<file path="src/hjc_pkg.sv">
// Shared types, constants and jamo lookup functions for the Hangul jamo composer.
// No dependencies; hangul_jamo_composer and hjc_step import this package.
package hjc_pkg;

  localparam logic [20:0] JAMO_ORIGIN = 21'h003130;
  localparam logic [20:0] JAMO_FIRST  = 21'h003131;
  localparam logic [20:0] JAMO_LAST   = 21'h003163;
  localparam logic [5:0]  CONS_LAST   = 6'd30;
  localparam logic [5:0]  VOWEL_FIRST = 6'd31;
  localparam logic [5:0]  VOWEL_LAST  = 6'd51;
  localparam logic [15:0] SYL_BASE    = 16'hAC00;
  localparam int          VOWEL_COUNT = 21;
  localparam int          TAIL_COUNT  = 28;

  localparam logic CMD_KEY   = 1'b0;
  localparam logic CMD_CLEAR = 1'b1;

  // Composition state: jamo offsets from U+3130, zero when empty.
  typedef struct packed {
    logic [5:0] lead;
    logic [5:0] vowel;
    logic [5:0] tail;
    logic       composing;
  } hjc_state_t;

  typedef struct packed {
    logic        replace_previous;
    logic [1:0]  char_count;
    logic [20:0] first_char;
    logic [15:0] second_char;
  } hjc_result_t;

  // Consonant offset usable as a lead (the 19 initial consonants).
  function automatic logic lead_ok(logic [5:0] off);
    logic ok;
    case (off) inside
      6'd1, 6'd2, 6'd4, 6'd7, 6'd8, 6'd9, [6'd17:6'd19], [6'd21:6'd30]: ok = 1'b1;
      default: ok = 1'b0;
    endcase
    return ok;
  endfunction

  function automatic logic [4:0] lead_index(logic [5:0] off);
    logic [4:0] idx;
    case (off) inside
      6'd1:          idx = 5'd0;
      6'd2:          idx = 5'd1;
      6'd4:          idx = 5'd2;
      6'd7:          idx = 5'd3;
      6'd8:          idx = 5'd4;
      6'd9:          idx = 5'd5;
      6'd17:         idx = 5'd6;
      6'd18:         idx = 5'd7;
      6'd19:         idx = 5'd8;
      [6'd21:6'd30]: idx = 5'(off - 6'd12);
      default:       idx = 5'd0;
    endcase
    return idx;
  endfunction

  function automatic logic tail_ok(logic [5:0] off);
    return (off >= 6'd1) && (off <= CONS_LAST);
  endfunction

  // Tail index; doubled letters other than kk and ss fold onto their base form.
  function automatic logic [4:0] tail_index(logic [5:0] off);
    logic [4:0] idx;
    case (off) inside
      [6'd1:6'd7]:   idx = 5'(off);
      6'd8:          idx = 5'd7;
      [6'd9:6'd18]:  idx = 5'(off - 6'd1);
      6'd19:         idx = 5'd17;
      [6'd20:6'd24]: idx = 5'(off - 6'd2);
      6'd25:         idx = 5'd22;
      [6'd26:6'd30]: idx = 5'(off - 6'd3);
      default:       idx = 5'd0;
    endcase
    return idx;
  endfunction

  // Precomposed syllable, or zero when the parts cannot form one.
  function automatic logic [15:0] syllable(logic [5:0] lead, logic [5:0] vowel,
                                           logic [5:0] tail);
    logic [15:0] l;
    logic [15:0] v;
    logic [15:0] t;
    logic        bad;
    bad = !lead_ok(lead) || (vowel < VOWEL_FIRST) || (vowel > VOWEL_LAST) ||
          ((tail != 6'd0) && !tail_ok(tail));
    l = 16'(lead_index(lead));
    v = 16'(vowel - VOWEL_FIRST);
    t = (tail == 6'd0) ? 16'd0 : 16'(tail_index(tail));
    if (bad) begin
      return 16'd0;
    end
    return SYL_BASE + l * 16'(VOWEL_COUNT * TAIL_COUNT) + v * 16'(TAIL_COUNT) + t;
  endfunction

  // Compound tail from two parts, zero when the pair does not combine.
  function automatic logic [5:0] join_tail(logic [5:0] a, logic [5:0] b);
    logic [5:0] c;
    case ({a, b})
      {6'd1, 6'd21}:  c = 6'd3;
      {6'd4, 6'd24}:  c = 6'd5;
      {6'd4, 6'd30}:  c = 6'd6;
      {6'd9, 6'd1}:   c = 6'd10;
      {6'd9, 6'd17}:  c = 6'd11;
      {6'd9, 6'd18}:  c = 6'd12;
      {6'd9, 6'd21}:  c = 6'd13;
      {6'd9, 6'd28}:  c = 6'd14;
      {6'd9, 6'd29}:  c = 6'd15;
      {6'd9, 6'd30}:  c = 6'd16;
      {6'd18, 6'd21}: c = 6'd20;
      default:        c = 6'd0;
    endcase
    return c;
  endfunction

  // Parts of a compound tail as {found, first, second}.
  function automatic logic [12:0] split_tail(logic [5:0] c);
    logic [12:0] r;
    case (c)
      6'd3:    r = {1'b1, 6'd1, 6'd21};
      6'd5:    r = {1'b1, 6'd4, 6'd24};
      6'd6:    r = {1'b1, 6'd4, 6'd30};
      6'd10:   r = {1'b1, 6'd9, 6'd1};
      6'd11:   r = {1'b1, 6'd9, 6'd17};
      6'd12:   r = {1'b1, 6'd9, 6'd18};
      6'd13:   r = {1'b1, 6'd9, 6'd21};
      6'd14:   r = {1'b1, 6'd9, 6'd28};
      6'd15:   r = {1'b1, 6'd9, 6'd29};
      6'd16:   r = {1'b1, 6'd9, 6'd30};
      6'd20:   r = {1'b1, 6'd18, 6'd21};
      default: r = 13'd0;
    endcase
    return r;
  endfunction

  function automatic logic [5:0] join_vowel(logic [5:0] a, logic [5:0] b);
    logic [5:0] c;
    case ({a, b})
      {6'd39, 6'd31}: c = 6'd40;
      {6'd39, 6'd32}: c = 6'd41;
      {6'd39, 6'd51}: c = 6'd42;
      {6'd44, 6'd35}: c = 6'd45;
      {6'd44, 6'd36}: c = 6'd46;
      {6'd44, 6'd51}: c = 6'd47;
      {6'd49, 6'd51}: c = 6'd50;
      default:        c = 6'd0;
    endcase
    return c;
  endfunction

endpackage

</file>
<file path="src/hjc_if.sv">
// Valid/ready channel interfaces for key items and composed results.
// Depends on nothing; widths follow the block's field list.
interface hjc_key_if;
  logic        valid;
  logic        ready;
  logic        command;
  logic [20:0] key_code;

  modport source (output valid, output command, output key_code, input ready);
  modport sink (input valid, input command, input key_code, output ready);
endinterface

interface hjc_result_if;
  logic        valid;
  logic        ready;
  logic        replace_previous;
  logic [1:0]  char_count;
  logic [20:0] first_char;
  logic [15:0] second_char;

  modport source (output valid, output replace_previous, output char_count,
                  output first_char, output second_char, input ready);
  modport sink (input valid, input replace_previous, input char_count,
                input first_char, input second_char, output ready);
endinterface

</file>
<file path="src/hangul_jamo_composer.sv">
// Top level of the Hangul two-set jamo composer: input register, rule logic, result register.
// Depends on hjc_pkg, hjc_if (hjc_key_if, hjc_result_if) and hjc_step.
//
// Keys arrive one code point per transfer on keys; each key press gives exactly one
// transfer on chars, and a clear command gives none but empties the composition.
// Jamo U+3131..U+3163 are built into precomposed syllables; replace_previous tells the
// caller to delete the character it last received before inserting first_char (and
// second_char when char_count is two, i.e. a vowel pulled the tail onto a new syllable).
// Any other code point passes through and ends composition. Throughput is one key per
// clock while chars.ready stays high; a taken key is loaded into the input register, and
// its result is loaded into the result register once that register is free. The
// composition state is updated in the same cycle the key leaves the input register, so
// the state loop through the rule logic is what sets the rate. keys.ready falls only
// while both the input and the result register are full and chars.ready is low.
module hangul_jamo_composer import hjc_pkg::*; (
  input  logic               clk,
  input  logic               rst,
  hjc_key_if.sink            keys,
  hjc_result_if.source       chars
);

  // Input register
  logic        in_valid;
  logic        in_command;
  logic [20:0] in_key_code;

  // Composition state and result register
  hjc_state_t  state;
  hjc_state_t  state_next;
  hjc_result_t step_res;
  logic        step_emit;
  logic        out_valid;
  hjc_result_t out_res;

  logic        out_free;
  logic        advance;

  assign out_free   = !out_valid || chars.ready;
  assign advance    = in_valid && out_free;
  assign keys.ready = !in_valid || out_free;

  hjc_step u_step (
    .cur      (state),
    .command  (in_command),
    .key_code (in_key_code),
    .nxt      (state_next),
    .res      (step_res),
    .emit     (step_emit)
  );

  always_ff @(posedge clk) begin
    if (rst) begin
      in_valid <= 1'b0;
    end else if (keys.valid && keys.ready) begin
      in_valid <= 1'b1;
    end else if (advance) begin
      in_valid <= 1'b0;
    end
  end

  always_ff @(posedge clk) begin
    if (keys.valid && keys.ready) begin
      in_command  <= keys.command;
      in_key_code <= keys.key_code;
    end
  end

  // State moves on as the key leaves the input register.
  always_ff @(posedge clk) begin
    if (rst) begin
      state <= '0;
    end else if (advance) begin
      state <= state_next;
    end
  end

  always_ff @(posedge clk) begin
    if (rst) begin
      out_valid <= 1'b0;
    end else if (advance && step_emit) begin
      out_valid <= 1'b1;
    end else if (chars.ready) begin
      out_valid <= 1'b0;
    end
  end

  always_ff @(posedge clk) begin
    if (advance && step_emit) begin
      out_res <= step_res;
    end
  end

  assign chars.valid            = out_valid;
  assign chars.replace_previous = out_res.replace_previous;
  assign chars.char_count       = out_res.char_count;
  assign chars.first_char       = out_res.first_char;
  assign chars.second_char      = out_res.second_char;

endmodule

</file>
<file path="src/hjc_step.sv">
// Composition rules for one key: next state and result from current state.
// Depends on hjc_pkg.
module hjc_step import hjc_pkg::*; (
  input  hjc_state_t  cur,
  input  logic        command,
  input  logic [20:0] key_code,
  output hjc_state_t  nxt,
  output hjc_result_t res,
  output logic        emit
);

  logic        is_jamo;
  logic [5:0]  off;
  logic        is_cons;
  logic        is_vowel;
  logic [5:0]  joined_tail;
  logic [5:0]  tail_cand;
  logic [5:0]  joined_vowel;
  logic [5:0]  vowel_cand;
  logic [12:0] split;
  logic [5:0]  split_lead;
  logic [15:0] syl_tail;
  logic [15:0] syl_open;
  logic [15:0] syl_first;
  logic [15:0] syl_second;

  assign is_jamo  = (key_code >= JAMO_FIRST) && (key_code <= JAMO_LAST);
  assign off      = 6'(key_code - JAMO_ORIGIN);
  assign is_cons  = is_jamo && (off <= CONS_LAST) && lead_ok(off);
  assign is_vowel = is_jamo && (off > CONS_LAST);

  // Three syllable builders: tail added, open syllable, tail split.
  assign joined_tail  = join_tail(cur.tail, off);
  assign tail_cand    = (cur.tail == 6'd0) ? off : joined_tail;
  assign syl_tail     = syllable(cur.lead, cur.vowel, tail_cand);

  assign joined_vowel = join_vowel(cur.vowel, off);
  assign vowel_cand   = (cur.vowel == 6'd0) ? off : joined_vowel;
  assign syl_open     = syllable(cur.lead, vowel_cand, 6'd0);

  assign split        = split_tail(cur.tail);
  assign split_lead   = split[12] ? split[5:0] : cur.tail;
  assign syl_first    = syllable(cur.lead, cur.vowel, split[12] ? split[11:6] : 6'd0);
  assign syl_second   = syllable(split_lead, off, 6'd0);

  always_comb begin
    nxt                  = cur;
    res.replace_previous = 1'b0;
    res.char_count       = 2'd1;
    res.first_char       = key_code;
    res.second_char      = 16'd0;
    emit                 = 1'b1;
    if (command == CMD_CLEAR) begin
      nxt  = '0;
      emit = 1'b0;
    end else if (is_cons) begin
      if (!cur.composing || cur.vowel == 6'd0 ||
          (cur.tail != 6'd0 && joined_tail == 6'd0)) begin
        nxt.lead      = off;
        nxt.vowel     = 6'd0;
        nxt.tail      = 6'd0;
        nxt.composing = 1'b1;
      end else begin
        nxt.tail = tail_cand;
        if (syl_tail != 16'd0) begin
          res.replace_previous = 1'b1;
          res.first_char       = 21'(syl_tail);
        end else begin
          nxt.composing = 1'b0;
        end
      end
    end else if (is_vowel) begin
      if (!cur.composing || cur.lead == 6'd0) begin
        nxt.composing = 1'b0;
      end else if (cur.vowel != 6'd0 && cur.tail != 6'd0) begin
        res.replace_previous = 1'b1;
        res.char_count       = 2'd2;
        res.first_char       = 21'(syl_first);
        res.second_char      = syl_second;
        nxt.lead             = split_lead;
        nxt.vowel            = off;
        nxt.tail             = 6'd0;
      end else if (vowel_cand != 6'd0) begin
        nxt.vowel = vowel_cand;
        if (syl_open != 16'd0) begin
          res.replace_previous = 1'b1;
          res.first_char       = 21'(syl_open);
        end else begin
          nxt.composing = 1'b0;
        end
      end else begin
        nxt.composing = 1'b0;
      end
    end else begin
      nxt.composing = 1'b0;
    end
  end

endmodule
</file>
<file path="src/flat_wrapper.sv">
// flat-port wrapper written by rule: the top's interface ports become plain ports
module hangul_jamo_composer_flat import hjc_pkg::*;
  (clk, rst, keys_valid, keys_command, keys_key_code, keys_ready, chars_valid, chars_replace_previous, chars_char_count, chars_first_char, chars_second_char, chars_ready);
  hjc_key_if keys_i ();
  hjc_result_if chars_i ();
  input  logic clk;
  input  logic rst;
  input wire logic [$bits(keys_i.valid)-1:0] keys_valid;
  input wire logic [$bits(keys_i.command)-1:0] keys_command;
  input wire logic [$bits(keys_i.key_code)-1:0] keys_key_code;
  output wire logic [$bits(keys_i.ready)-1:0] keys_ready;
  output wire logic [$bits(chars_i.valid)-1:0] chars_valid;
  output wire logic [$bits(chars_i.replace_previous)-1:0] chars_replace_previous;
  output wire logic [$bits(chars_i.char_count)-1:0] chars_char_count;
  output wire logic [$bits(chars_i.first_char)-1:0] chars_first_char;
  output wire logic [$bits(chars_i.second_char)-1:0] chars_second_char;
  input wire logic [$bits(chars_i.ready)-1:0] chars_ready;
  assign keys_i.valid = keys_valid;
  assign keys_i.command = keys_command;
  assign keys_i.key_code = keys_key_code;
  assign keys_ready = keys_i.ready;
  assign chars_valid = chars_i.valid;
  assign chars_replace_previous = chars_i.replace_previous;
  assign chars_char_count = chars_i.char_count;
  assign chars_first_char = chars_i.first_char;
  assign chars_second_char = chars_i.second_char;
  assign chars_i.ready = chars_ready;
  hangul_jamo_composer u_core (.clk(clk), .rst(rst), .keys(keys_i), .chars(chars_i));
endmodule
</file>
<file path="config.mk">
export PLATFORM = sky130hd
export DESIGN_NAME = hangul_jamo_composer_flat
export DESIGN_NICKNAME = d
export VERILOG_FILES = /design/src/hjc_pkg.sv /design/src/hjc_if.sv /design/src/hangul_jamo_composer.sv /design/src/hjc_step.sv /design/src/flat_wrapper.sv
export SDC_FILE = /design/constraint.sdc
export NUM_CORES = 1
export LEC_CHECK = 0
export BUFFER_PORTS_ARGS = -buffer_cell sky130_fd_sc_hd__buf_2
export CAP_MARGIN = 40
export CORE_MARGIN = 2
export CORE_UTILIZATION = 54
export DETAILED_ROUTE_END_ITERATION = 12
export GPL_TIMING_DRIVEN = 0
export PLACE_DENSITY = 0.79
export SYNTH_ARGS = -nofsm -noshare
export SYNTH_HDL_FRONTEND = slang
export SYNTH_SLANG_ARGS = --single-unit
</file>
<file path="constraint.sdc">
create_clock -name clk -period 12.5 [get_ports clk]
set_input_delay 0.625 -clock clk [delete_from_list [all_inputs] [get_ports clk]]
set_output_delay 0.625 -clock clk [all_outputs]
set_load 0.01 [all_outputs]
</file>
==> metrics.csv <==
stage;metric;value;unit
clock_tree;htree_levels;3;
cells_and_area;area_growth_syn_to_layout;8.66;%
logic_synthesis;synthFlopType;edfxtp_1;
placement;place_hpwl;27700;um
clock_tree;cts_tree;done;
floorplan;die_w;154;um
worst_hold_path;timing.hold.worst.class;in -> reg;
power_and_ir_drop;power.static_leakage;5.71;nW
timing;setup_viol;0;
route;drt_first_pass_iters;6;
floorplan;core;22000;um2
worst_setup_path;crit_path_start_kind;flop;
route;via_count;11800;
floorplan;die_area;23700;um2
logic_synthesis;synth.top_cell.area_share;17.4;%
cells_and_area;final_layout_size_suffix_gt1_share;8.81;%
logic_synthesis;yosysTopAreaCell;ha_1;
worst_setup_path;cp.required;12.67;ns
route;ant_nets;0;
power_and_ir_drop;powerDensity;85.0;nW/um2
timing;fmax;110;MHz
worst_setup_path;cpPeakStageDelay;0.78;ns
placement;numPortBuffers;65;
timing;slew_violations;0;
cells_and_area;finalNetCount;1786;
logic_synthesis;yosys.cell_count.top_type;ha_1;
worst_setup_path;setup.worst_path.start;u_core.in_key_code[1];
logic_synthesis;synth_seq_cells;91;
worst_setup_path;crit_fanout;10;
worst_setup_path;r2r_end;u_core.chars.first_char[0];
clock_tree;cts.sinks;91;
clock_tree;cts_root_buf;clkbuf_16;
floorplan;start_util;55.2;%
clock_tree;post_cts_buffers;0;
worst_setup_path;worst-setup-path-type;reg -> reg;
worst_setup_path;rr_worst_depth;29;
logic_synthesis;yosysWarningCount;0;
cells_and_area;n_fill_cell;1964;
logic_synthesis;synth_top_family_by_area;compound AO/OA/AOI/OAI gates;
worst_setup_path;reg2reg_from;u_core.in_key_code[1];
logic_synthesis;synth-simple-area-share;20.9;%
timing;slew_headroom;27.9;%
placement;place_congestion;0.945;
floorplan;rows;54;
cells_and_area;seqCellArea;2420;um2
logic_synthesis;ys_seq_area_share;20.0;%
timing;rsz0062_at_grt;no;
worst_setup_path;critPathCaptureType;flop;
floorplan;io_pins;68;
timing;finalSetupTns;0;ns
logic_synthesis;synthCells;1489;
floorplan;fp.dieH;154;um
logic_synthesis;synth_area_leaders;ha_1, edfxtp_1, xnor2_1;
logic_synthesis;synth_area;12100;um2
cells_and_area;multiInputGateArea;9070;um2
timing;tightestPinTransition;1.07;ns
logic_synthesis;synth_compound_area_share;23.7;%
route;drc;0;
clock_tree;cts.reportedPaths.clkPinSlew;0.08;ns
flow_run;maxCapViolations;0;
logic_synthesis;synth-edff-count;60;
power_and_ir_drop;vdd_drop_max;0.0603;mV
logic_synthesis;synthAdderAreaFrac;20.6;%
global_route;grt_max_degree;23;
status;status;completed;
worst_setup_path;crit_arrival;9.26;ns
logic_synthesis;synthTopCellsByCount;ha_1, nor2_1, a21oi_1, inv_1, nand2_1;
clock_tree;holdBufCountCts;0;
route;drt_wl_total;34800;um
cells_and_area;num_antenna_cells;0;
route;dr.first_iter.drc_count;1290;
worst_hold_path;worstHoldPathCells;1;
logic_synthesis;yosys.cell_types.count;98;
power_and_ir_drop;total_power;1.12;mW
timing;min_period;9.09;ns
timing;fin_ws;3.41;ns
global_route;grt.overflow.total;0;
global_route;grt_pass1_wl;55800;um
clock_tree;insertion_delay;0.37;ns
logic_synthesis;muxShareOfSynthArea;1.62;%
worst_setup_path;critical_path.endpoint;u_core.chars.first_char[0];
logic_synthesis;synth_xor_area_share;7.87;%
global_route;grt_pass1_vias;10900;
clock_tree;clk_path_buf_depth;2;
timing;whs;0.425;ns
logic_synthesis;synth_area_per_cell;8.14;um2
global_route;grt_antenna_before_repair;0;
route;via_per_inst;6.33;
logic_synthesis;async_flop_share;0;%
clock_tree;cts_buffers;9;
timing;clock-skew-final;0.0154;ns
timing;hold_viol_final;0;
route;wl_per_cell;18.7;um
worst_setup_path;cpMaxStageDelayCell;a221oi_1;
placement;dpl_worst_slack;3.69;ns
worst_setup_path;r2r_slack;3.41;ns
global_route;grt_usage;29.3;%
timing;period_share;72.7;%
clock_tree;ctsResizeCount;0;
==> routing by layer <==
layer	part of all wire, %	GRT usage [%]
met1	45	40.3
met3	7.6	3.69
met2	44	47.5
met4	3.6	10.4
met5	0	0
==> through the flow <==
step / area, um2 / cells / util (%)
2_1_floorplan: 12100 / 1490 / -
3_3_place_gp: 12800 / 1835 / 58.3
3_5_place_dp: 12900 / 1840 / 58.7
4_1_cts: 13200 / 1856 / 60.0
5_1_grt: 13200 / 1857 / 60.0
6_report: 13200 / 1857 / 60.0
==> critical path, delay by kind of cell, from the launching register on <==
kind | cells | cell delay [ns]
AND/OR/NAND/NOR | 6 | 1.97
buffers and inverters | 6 | 1.35
AO/OA/AOI/OAI | 9 | 2.89
flip-flops | 1 | 0.46
adder cells (fa/ha/maj) | 5 | 1.51
XOR/XNOR | 3 | 0.71
==> how the worst min path moves through the flow <==
stage	startpoint	endpoint	slack, ns
finish	keys_key_code[9]	u_core.in_key_code[9]	0.42
global route	keys_key_code[0]	u_core.in_key_code[0]	0.42
CTS	keys_key_code[0]	u_core.in_key_code[0]	0.42
detailed placement	u_core.in_key_code[17]	u_core.chars.first_char[17]	0.52
global placement	u_core.chars.valid	u_core.chars.valid	0.50
floorplan	u_core.state[8]	u_core.state[8]	0.48
==> power breakdown <==
group / internal (mW) / total [mW] / switching (mW) / leakage [nW]
clock: 0.141 / 0.288 / 0.147 / 0.141
combinational: 0.197 / 0.498 / 0.301 / 4.77
sequential: 0.329 / 0.335 / 0.00532 / 0.798
==> final cells by class <==
type	instances	area share, %
well taps	280	2.66
repair buffers	71	3.02
flip-flops and latches	91	18.4
multi-input cells	1233	68.8
inverters	104	2.96
clock buffers	9	1.71
clock inverters	7	0.494
plain buffers	62	1.93
==> cell families after synthesis <==
kind of cell	after synthesis
flops	91
mux	19
buf+inv	166
xor+xnor	109
fa+ha+maj	188
compound gates	420
other cells	1
simple gates	495
==> cell usage in the layout (no fill, tap or decap), types with 21 or more instances in the layout <==
master    instances
nor3_1           46
buf_2            72
xnor2_1          78
inv_1           103
dfxtp_1          31
a21oi_1         118
nor2_1          137
nand3_1          35
ha_1            169
nand2_1          95
edfxtp_1         60
clkbuf_1         52
o21ai_0          67
nor2b_1          22
o21a_1           22
xor2_1           31
a21o_1           24
nand4_1          21
a31oi_1          21
No activity file was read; power rests on OpenSTA's default activity.
